`src/sv/pba_pkg.sv`:
```
// Shared types, constants and saturation helper for the particle bounds accumulator.
`timescale 1ns / 1ps

package pba_pkg;

    // Q16.16 limits and constants
    localparam logic signed [31:0] Q_MAX    = 32'sh7FFF_FFFF;
    localparam logic signed [31:0] Q_MIN    = 32'sh8000_0000;
    localparam logic signed [31:0] Q_ONE    = 32'sd65536;
    localparam logic signed [31:0] Q_TWENTY = 32'sd1310720;
    // sqrt(2) in Q16.16, and the rounding half for a drop of 16 fraction bits
    localparam logic signed [49:0] Q_SQRT2  = 50'sd92682;
    localparam logic signed [49:0] Q_HALF   = 50'sd32768;

    localparam int CFG_IDX_W = 1;

    // Extent modes (the unused code behaves as point mode)
    typedef enum logic [1:0] {
        MODE_POINT  = 2'd0,
        MODE_RADIUS = 2'd1,
        MODE_SIZE   = 2'd2
    } ext_mode_t;

    // Configuration register indexes
    typedef enum logic [CFG_IDX_W-1:0] {
        CFG_EXTENT_MODE = 1'b0,
        CFG_TIME_STEP   = 1'b1
    } cfg_idx_t;

    // Action codes
    localparam logic ACT_START    = 1'b0;
    localparam logic ACT_PARTICLE = 1'b1;

    // One accepted input beat
    typedef struct packed {
        logic               action;
        logic signed [31:0] pos_x;
        logic signed [31:0] pos_y;
        logic signed [31:0] pos_z;
        logic signed [31:0] radius;
        logic signed [31:0] width;
        logic signed [31:0] height;
        logic signed [31:0] age;
        logic               last;
    } in_item_t;

    // Item after extent and age have been worked out
    typedef struct packed {
        logic               action;
        logic               both;        // radius mode: both pos+e and pos-e feed min and max
        logic               raise;       // extent competes for the largest extent
        logic               point_last;  // point mode on the final particle
        logic               done;
        logic signed [31:0] new_age;
        logic signed [31:0] pos_x;
        logic signed [31:0] pos_y;
        logic signed [31:0] pos_z;
        logic signed [31:0] extent;
    } ext_item_t;

    // Saturate a 34-bit signed value to Q16.16
    function automatic logic signed [31:0] sat_q(input logic signed [33:0] v);
        logic signed [31:0] r;
        if (v > 34'(Q_MAX))
            r = Q_MAX;
        else if (v < 34'(Q_MIN))
            r = Q_MIN;
        else
            r = v[31:0];
        return r;
    endfunction

endpackage

```
`src/sv/particle_bounds_accumulator_top.sv`:
```
// Top level of the particle bounds accumulator: config registers, input stage, handshakes.
//
//   Channel  Signals                      Direction  Moves
//   in       in_valid / in_stall          sink       one particle or start beat
//   out      out_valid / out_stall        source     one result beat per input beat
//   cfg      cfg_valid / cfg_ready        sink       one register write per beat
//
// One beat enters per cycle while in_stall is low and passes through the input register,
// extent register (multiply by sqrt(2), size sum or one), then the box and extent
// accumulators whose state is the result register.
// Reset clears all stage valids, sets the box to empty, the largest extent to
// the most negative value and both registers to zero.
// An output stall holds the result and any stage whose next is full; empty stages fill.
// Configuration writes are always ready.
`timescale 1ns / 1ps

module particle_bounds_accumulator_top (
    input  logic                           clk,
    input  logic                           rst_n,
    // input channel
    input  logic                           in_valid,
    output logic                           in_stall,
    input  logic                           action,
    input  logic signed [31:0]             pos_x,
    input  logic signed [31:0]             pos_y,
    input  logic signed [31:0]             pos_z,
    input  logic signed [31:0]             radius,
    input  logic signed [31:0]             width,
    input  logic signed [31:0]             height,
    input  logic signed [31:0]             age,
    input  logic                           last,
    // output channel
    output logic                           out_valid,
    input  logic                           out_stall,
    output logic signed [31:0]             new_age,
    output logic signed [31:0]             min_x,
    output logic signed [31:0]             min_y,
    output logic signed [31:0]             min_z,
    output logic signed [31:0]             max_x,
    output logic signed [31:0]             max_y,
    output logic signed [31:0]             max_z,
    output logic signed [31:0]             max_extent,
    output logic                           batch_done,
    // configuration write channel
    input  logic                           cfg_valid,
    output logic                           cfg_ready,
    input  logic [pba_pkg::CFG_IDX_W-1:0]  cfg_index,
    input  logic [31:0]                    cfg_data
);
    import pba_pkg::*;

    logic               point_mode;
    logic [1:0]         mode_reg;
    logic signed [31:0] time_step_reg;

    logic               a_valid_reg;
    logic               a_valid_next;
    in_item_t           a_item_reg;
    in_item_t           in_item;

    logic               b_valid;
    ext_item_t          b_item;
    logic               out_free;
    logic               b_free;
    logic               b_move;
    logic               a_move;
    logic               in_take;

    // Configuration registers
    assign cfg_ready = 1'b1;

    always_ff @(posedge clk or negedge rst_n)
    begin
        if (!rst_n)
        begin
            mode_reg      <= MODE_POINT;
            time_step_reg <= '0;
        end
        else if (cfg_valid && cfg_ready)
        begin
            case (cfg_idx_t'(cfg_index))
                CFG_EXTENT_MODE: mode_reg      <= cfg_data[1:0];
                CFG_TIME_STEP:   time_step_reg <= cfg_data;
                default:         mode_reg      <= mode_reg;
            endcase
        end
    end

    // Flag kept for the point-mode check below
    assign point_mode = (mode_reg != MODE_RADIUS) && (mode_reg != MODE_SIZE);

    // Advance chain: a stage moves on when the next one is empty or moving
    assign out_free = !out_valid || !out_stall;
    assign b_move   = b_valid && out_free;
    assign b_free   = !b_valid || out_free;
    assign a_move   = a_valid_reg && b_free;
    assign in_stall = a_valid_reg && !b_free;
    assign in_take  = in_valid && !in_stall;

    // Input register
    always_comb
    begin
        in_item.action = action;
        in_item.pos_x  = pos_x;
        in_item.pos_y  = pos_y;
        in_item.pos_z  = pos_z;
        in_item.radius = radius;
        in_item.width  = width;
        in_item.height = height;
        in_item.age    = age;
        in_item.last   = last;
    end

    always_comb
    begin
        if (in_take)
            a_valid_next = 1'b1;
        else if (a_move)
            a_valid_next = 1'b0;
        else
            a_valid_next = a_valid_reg;
    end

    always_ff @(posedge clk or negedge rst_n)
    begin
        if (!rst_n)
            a_valid_reg <= 1'b0;
        else
            a_valid_reg <= a_valid_next;
    end

    always_ff @(posedge clk)
    begin
        if (in_take)
            a_item_reg <= in_item;
    end

    pba_extent_unit u_extent (
        .clk         (clk),
        .rst_n       (rst_n),
        .extent_mode (mode_reg),
        .time_step   (time_step_reg),
        .a_item      (a_item_reg),
        .a_move      (a_move),
        .b_move      (b_move),
        .b_valid     (b_valid),
        .b_item      (b_item)
    );

    pba_bounds_unit u_bounds (
        .clk         (clk),
        .rst_n       (rst_n),
        .b_item      (b_item),
        .b_move      (b_move),
        .out_stall   (out_stall),
        .out_valid   (out_valid),
        .new_age     (new_age),
        .min_x       (min_x),
        .min_y       (min_y),
        .min_z       (min_z),
        .max_x       (max_x),
        .max_y       (max_y),
        .max_z       (max_z),
        .max_extent  (max_extent),
        .batch_done  (batch_done)
    );

    // A start beat leaves the box empty and the extent at its floor
    assert property (@(posedge clk) disable iff (!rst_n)
        b_move && b_item.action == ACT_START |=>
            min_x == Q_MAX && max_z == Q_MIN && max_extent == Q_MIN)
        else $error("start beat did not clear the bounds");

    // A final point particle leaves the largest extent at twenty or more
    assert property (@(posedge clk) disable iff (!rst_n)
        b_move && b_item.action == ACT_PARTICLE && b_item.point_last |=>
            max_extent >= Q_TWENTY)
        else $error("largest extent below twenty after final point particle");

    // Every beat handed to the accumulators shows up as a result
    assert property (@(posedge clk) disable iff (!rst_n)
        b_move |=> out_valid)
        else $error("accumulated beat lost before the result register");

    // An empty input register never stalls the input
    assert property (@(posedge clk) disable iff (!rst_n)
        !a_valid_reg |-> !in_stall)
        else $error("input stalled with an empty input register");

    // Point-mode extent is always one
    assert property (@(posedge clk) disable iff (!rst_n)
        a_move && point_mode |=> b_item.extent == Q_ONE)
        else $error("point-mode extent is not one");

endmodule

```
`src/sv/pba_extent_unit.sv`:
```
// First work stage: particle extent, aged time and the extent register stage.
`timescale 1ns / 1ps

module pba_extent_unit (
    input  logic               clk,
    input  logic               rst_n,
    input  logic [1:0]         extent_mode,
    input  logic signed [31:0] time_step,
    input  pba_pkg::in_item_t  a_item,
    input  logic               a_move,
    input  logic               b_move,
    output logic               b_valid,
    output pba_pkg::ext_item_t b_item
);
    import pba_pkg::*;

    logic               b_valid_reg;
    logic               b_valid_next;
    ext_item_t          b_item_reg;
    ext_item_t          b_item_next;

    logic signed [49:0] rad_prod;
    logic signed [49:0] rad_round;
    logic signed [31:0] rad_ext;
    logic signed [33:0] size_sum;
    logic signed [31:0] size_ext;
    logic signed [33:0] age_sum;
    logic signed [31:0] ext_sel;
    logic               both_sel;
    logic               raise_sel;

    // Radius times sqrt(2), rounded half up, saturated
    assign rad_prod  = $signed({{18{a_item.radius[31]}}, a_item.radius}) * Q_SQRT2;
    assign rad_round = rad_prod + Q_HALF;
    assign rad_ext   = sat_q(rad_round[49:16]);

    // Half the smaller dimension plus the larger one
    always_comb
    begin
        if (a_item.width <= a_item.height)
            size_sum = 34'(a_item.width >>> 1) + 34'(a_item.height);
        else
            size_sum = 34'(a_item.height >>> 1) + 34'(a_item.width);
    end
    assign size_ext = sat_q(size_sum);

    // Aged time
    assign age_sum = 34'(a_item.age) + 34'(time_step);

    // Pick the extent by mode
    always_comb
    begin
        case (extent_mode)
            MODE_RADIUS:
            begin
                ext_sel   = rad_ext;
                both_sel  = 1'b1;
                raise_sel = 1'b1;
            end
            MODE_SIZE:
            begin
                ext_sel   = size_ext;
                both_sel  = 1'b0;
                raise_sel = 1'b1;
            end
            default:
            begin
                ext_sel   = Q_ONE;
                both_sel  = 1'b0;
                raise_sel = 1'b0;
            end
        endcase
    end

    // Assemble the next stage item
    always_comb
    begin
        b_item_next.action     = a_item.action;
        b_item_next.both       = both_sel;
        b_item_next.raise      = raise_sel;
        b_item_next.point_last = !raise_sel && a_item.last;
        b_item_next.pos_x      = a_item.pos_x;
        b_item_next.pos_y      = a_item.pos_y;
        b_item_next.pos_z      = a_item.pos_z;
        b_item_next.extent     = ext_sel;
        if (a_item.action == ACT_PARTICLE)
        begin
            b_item_next.new_age = sat_q(age_sum);
            b_item_next.done    = a_item.last;
        end
        else
        begin
            b_item_next.new_age = '0;
            b_item_next.done    = 1'b0;
        end
    end

    // Stage occupancy: fill on load, drain on hand-on
    always_comb
    begin
        if (a_move)
            b_valid_next = 1'b1;
        else if (b_move)
            b_valid_next = 1'b0;
        else
            b_valid_next = b_valid_reg;
    end

    always_ff @(posedge clk or negedge rst_n)
    begin
        if (!rst_n)
            b_valid_reg <= 1'b0;
        else
            b_valid_reg <= b_valid_next;
    end

    // Hold the payload unless a new beat loads
    always_ff @(posedge clk)
    begin
        if (a_move)
            b_item_reg <= b_item_next;
    end

    assign b_valid = b_valid_reg;
    assign b_item  = b_item_reg;

endmodule

```
`src/sv/pba_bounds_unit.sv`:
```
// Second work stage: box and largest-extent accumulation and the result register.
`timescale 1ns / 1ps

module pba_bounds_unit (
    input  logic               clk,
    input  logic               rst_n,
    input  pba_pkg::ext_item_t b_item,
    input  logic               b_move,
    input  logic               out_stall,
    output logic               out_valid,
    output logic signed [31:0] new_age,
    output logic signed [31:0] min_x,
    output logic signed [31:0] min_y,
    output logic signed [31:0] min_z,
    output logic signed [31:0] max_x,
    output logic signed [31:0] max_y,
    output logic signed [31:0] max_z,
    output logic signed [31:0] max_extent,
    output logic               batch_done
);
    import pba_pkg::*;

    logic               out_valid_reg;
    logic               out_valid_next;
    logic signed [31:0] new_age_reg;
    logic               done_reg;

    // Box state doubles as the result fields: it moves only when the result is free
    logic signed [31:0] lo_reg  [3];
    logic signed [31:0] hi_reg  [3];
    logic signed [31:0] lo_next [3];
    logic signed [31:0] hi_next [3];
    logic signed [31:0] ext_reg;
    logic signed [31:0] ext_next;

    logic signed [31:0] pos     [3];
    logic signed [31:0] plus    [3];
    logic signed [31:0] minus   [3];
    logic signed [31:0] lo_cand [3];
    logic signed [31:0] hi_cand [3];

    assign pos[0] = b_item.pos_x;
    assign pos[1] = b_item.pos_y;
    assign pos[2] = b_item.pos_z;

    // Grow each axis by the particle's extent; a start beat empties the box
    always_comb
    begin
        for (int i = 0; i < 3; i++)
        begin
            plus[i]  = sat_q(34'(pos[i]) + 34'(b_item.extent));
            minus[i] = sat_q(34'(pos[i]) - 34'(b_item.extent));
            if (b_item.both)
            begin
                lo_cand[i] = (plus[i] < minus[i]) ? plus[i] : minus[i];
                hi_cand[i] = (plus[i] > minus[i]) ? plus[i] : minus[i];
            end
            else
            begin
                lo_cand[i] = minus[i];
                hi_cand[i] = plus[i];
            end
            if (b_item.action == ACT_START)
            begin
                lo_next[i] = Q_MAX;
                hi_next[i] = Q_MIN;
            end
            else
            begin
                lo_next[i] = (lo_cand[i] < lo_reg[i]) ? lo_cand[i] : lo_reg[i];
                hi_next[i] = (hi_cand[i] > hi_reg[i]) ? hi_cand[i] : hi_reg[i];
            end
        end
    end

    // Largest extent: reset on start, else raise to extent, or twenty at last point
    always_comb
    begin
        ext_next = ext_reg;
        if (b_item.action == ACT_START)
            ext_next = Q_MIN;
        else if (b_item.raise)
        begin
            if (b_item.extent > ext_reg)
                ext_next = b_item.extent;
        end
        else if (b_item.point_last && ext_reg < Q_TWENTY)
            ext_next = Q_TWENTY;
    end

    always_ff @(posedge clk or negedge rst_n)
    begin
        if (!rst_n)
        begin
            for (int i = 0; i < 3; i++)
            begin
                lo_reg[i] <= Q_MAX;
                hi_reg[i] <= Q_MIN;
            end
            ext_reg <= Q_MIN;
        end
        else if (b_move)
        begin
            for (int i = 0; i < 3; i++)
            begin
                lo_reg[i] <= lo_next[i];
                hi_reg[i] <= hi_next[i];
            end
            ext_reg <= ext_next;
        end
    end

    // Result occupancy: fill on a new beat, drop once taken
    always_comb
    begin
        if (b_move)
            out_valid_next = 1'b1;
        else if (!out_stall)
            out_valid_next = 1'b0;
        else
            out_valid_next = out_valid_reg;
    end

    always_ff @(posedge clk or negedge rst_n)
    begin
        if (!rst_n)
            out_valid_reg <= 1'b0;
        else
            out_valid_reg <= out_valid_next;
    end

    always_ff @(posedge clk)
    begin
        if (b_move)
        begin
            new_age_reg <= b_item.new_age;
            done_reg    <= b_item.done;
        end
    end

    assign out_valid  = out_valid_reg;
    assign new_age    = new_age_reg;
    assign batch_done = done_reg;
    assign min_x      = lo_reg[0];
    assign min_y      = lo_reg[1];
    assign min_z      = lo_reg[2];
    assign max_x      = hi_reg[0];
    assign max_y      = hi_reg[1];
    assign max_z      = hi_reg[2];
    assign max_extent = ext_reg;

endmodule
```
`config.mk`:
```
export PLATFORM = sky130hd
export DESIGN_NAME = particle_bounds_accumulator_top
export DESIGN_NICKNAME = d
export VERILOG_FILES = /design/src/sv/pba_pkg.sv /design/src/sv/particle_bounds_accumulator_top.sv /design/src/sv/pba_extent_unit.sv /design/src/sv/pba_bounds_unit.sv
export SDC_FILE = /design/constraint.sdc
export NUM_CORES = 2
export LEC_CHECK = 0
export ABC_AREA = 1
export BUFFER_PORTS_ARGS = -buffer_cell sky130_fd_sc_hd__buf_2
export CAP_MARGIN = 20
export CORE_MARGIN = 3
export CORE_UTILIZATION = 30
export DETAILED_ROUTE_END_ITERATION = 16
export PLACE_DENSITY = 0.48
export SLEW_MARGIN = 15
export SYNTH_ARGS = -nofsm -noshare
export SYNTH_HDL_FRONTEND = slang
export SYNTH_SLANG_ARGS = --single-unit
export TNS_END_PERCENT = 1
```
`constraint.sdc`:
```
create_clock -name clk -period 11.1 [get_ports clk]
set_input_delay 0.555 -clock clk [delete_from_list [all_inputs] [get_ports clk]]
set_output_delay 0.555 -clock clk [all_outputs]
set_load 0.01 [all_outputs]
```
==> impl_metrics.csv <==
group,metric,value,unit
timing,fmax,98.9,MHz
hold_path,hold_class,"in2reg",
detailed_routing,wl_per_cell,21.4,microns
clock_network,htreeDepth,3,
setup_path,start_kind,"register",
global_route,antenna_found_initial,12,
floorplanning,dieArea,213000,sq um
setup_path,critical_path.most_common_cell,"nand2_1",
detailed_routing,via_per_inst,4.90,
clock_network,clkTransAtPathRegs,0.06,ns
placed_design,place_area,67700,sq um
detailed_routing,finalWirelength,240000,microns
finish,regArea,19400,sq um
timing,worst_slew_pin_slew,1.12,ns
global_route,track_usage,22.0,%
setup_path,cpPeakStageDelay,0.75,ns
synth,synthesis.area,62300,sq um
synth,synth_seq_cells,685,
finish,multiInputGateArea,37200,sq um
floorplanning,die_x,462,microns
placed_design,dp_hpwl,196000,microns
detailed_routing,vias,54900,
floorplanning,die_h,462,microns
timing,slew_headroom,25.4,%
setup_path,critPathKind,"reg2reg",
outcome,outcome,"finished, final reports clean",
synth,synth_common_cells,"nand2_1, inv_1, ha_1",
detailed_routing,drc_errors,0,
timing,period_share,91.1,%
synth,seq_area_frac_synth,31.1,%
finish,layoutNonFillerInstCount,11200,
flow_run,cap_violations,0,
synth,synth_flop_cell,"edfxtp_1",
timing,rsz0062_at_grt,"no",
synth,yosys-top-cells-area,"edfxtp_1, ha_1, nand2_1, inv_1, dfrtp_1",
clock_network,cts_setup_buffers,0,
setup_path,cp-end-kind,"register",
timing,fin_tns_setup,0,ns
global_route,gr-total-overflow,0,
synth,syn_avg_cell_area,7.98,sq um
synth,synthCells,7808,
floorplanning,num_rows,166,
setup_path,crit_required,11.72,ns
finish,largest_reg_flops,226,
synth,yosysWarnings,0,
placed_design,dp.cells,10800,
placed_design,routabilityCongestion,0.976,
clock_network,cts_tree,"yes",
floorplanning,core_area,206000,sq um
floorplanning,pin_count,524,
global_route,grt_max_degree,148,
floorplanning,start_util,30.3,%
global_route,grt_pass1_vias,54500,
setup_path,cp_slowest_cell,"o21ai_0",
finish,drive_gt1_share,12.1,%
setup_path,worst_ep_arrival_time,10.73,ns
finish,fin_nets,9750,
synth,ys_types,73,
global_route,grt_pass1_wl,353000,microns
synth,synthDominantCellAreaShare,20.4,%
timing,hold_violations,0,
synth,synth_edf_count,424,
synth,syn_nets,9106,
timing,min_period,10.11,ns
clock_network,cts.sink_count,685,
timing,finalClockSkew,0.0432,ns
synth,synth.most_common_cell,"nand2_1",
clock_network,cts_buffers,89,
setup_path,crit_fanout,30,
detailed_routing,dr.pass1.iters,6,
clock_network,clock_latency,0.76,ns
clock_network,clockBufferDepth,3,
timing,slew_viol_final,0,
detailed_routing,initialDrtViolationCount,3657,
timing,setup_viol,0,
finish,fill_cells,21500,
finish,syn2layout_area_growth,17.2,%
synth,async_flop_share,38.1,%
placed_design,port_buffers,522,
synth,synth_top_cell_by_area,"edfxtp_1",
detailed_routing,ant_nets,0,
clock_network,cts_root_buf,"clkbuf_16",
finish,fin_area,73000,sq um
stage by stage:
step                      hold slack, ns  setup slack [ns]  utilization (%)
after floorplan                    0.259            0.0672                -
final                             0.0601             0.986             35.5
after CTS                       0.000154             0.734             35.5
after global routing            0.000109             0.136             35.5
after global placement             0.402             0.701             32.9
after detailed placement           0.405             0.766             32.9
cell usage in the layout (no fill, tap or decap), types with 42 or more instances in the layout:
master,Yosys,final
a21oi_1,692,688
a31oi_1,75,75
buf_2,76,521
buf_4,18,42
clkbuf_16,0,90
dfrtp_1,164,164
dfstp_2,97,97
dlygate4sd3_1,0,216
edfxtp_1,424,424
fa_1,168,168
ha_1,866,866
inv_1,1219,1216
nand2_1,1731,1731
nand3_1,321,321
nand4_1,63,63
nor2_1,410,406
nor3_1,70,70
o21ai_0,445,445
o22ai_1,58,58
or2_2,72,72
xnor2_1,58,58
xor2_1,237,237
final cells by class:
| class | instances | share of cell area [%] |
|---|---|---|
| Multi-Input combinational cell | 5636 | 50.9 |
| Inverter | 1251 | 6.45 |
| Antenna cell | 2 | 0.00685 |
| Clock buffer | 112 | 3.33 |
| Clock inverter | 55 | 0.930 |
| Sequential cell | 685 | 26.5 |
| Tap cell | 2688 | 4.61 |
| Timing Repair Buffer | 789 | 7.23 |
path summary, 6_finish.rpt:
kind,start,to,slack [ns],cells after the start
hold / removal,pos_z[29],a_item_reg[158]$_DFFE_PP_,0.06,1
max in group asynchronous,rst_n,time_step_reg[8]$_DFFE_PN0P_,8.49,4
setup / recovery,u_extent.b_item[12]$_DFFE_PP_,u_bounds.max_z[16]$_DFFE_PN0P_,0.99,45
hold reg to reg,u_extent.b_item[150]$_SDFFCE_PN0P_,u_bounds.new_age[22]$_DFFE_PP_,0.40,0
min in group asynchronous,rst_n,u_extent.b_valid$_DFFE_PN0P_,0.43,2
setup reg to reg,u_extent.b_item[12]$_DFFE_PP_,u_bounds.max_z[16]$_DFFE_PN0P_,0.99,45
timing repair:
| action | in CTS | in global routing |
|---|---|---|
| setup endpoints to repair | 0 | 5 |
| hold buffers | 216 | 0 |
| gates resized for setup | 0 | 2 |
| hold endpoints to repair | 258 | 0 |
routing by layer:
layer  part of all wire [%]  GRT usage (%)  routed length [microns]
met5                      0              0                        0
met2                     47           37.0                   114000
met3                    4.3           2.82                    10200
met4                    3.6           7.32                     8640
met1                     45           29.1                   108000
worst max-delay path: cells and delay by family (launching register included):
family,cells,cell delay (ns)
and+or+nand+nor,21,2.90
buffers and inverters,9,2.30
DFF,1,0.68
AOI/OAI and AO/OA,12,2.86
adders and majority gates,3,1.18
kinds of logic (layout without fill, tap and decap cells):
kind of cell / Yosys count / count (layout) / synth area share [%]
simple gates: 2768 / 2768 / 18.6
compound gates: 1498 / 1498 / 13.3
buf+inv: 1487 / 2207 / 9.31
fa+ha+maj: 1034 / 1034 / 22.8
flops: 685 / 685 / 31.1
xor+xnor: 305 / 305 / 4.41
mux: 30 / 30 / 0.542
other cells: 1 / 3 / 0.00602
Power is not shown: default switching activity piles up to over one toggle a cycle in this logic, so the estimate is an artifact.
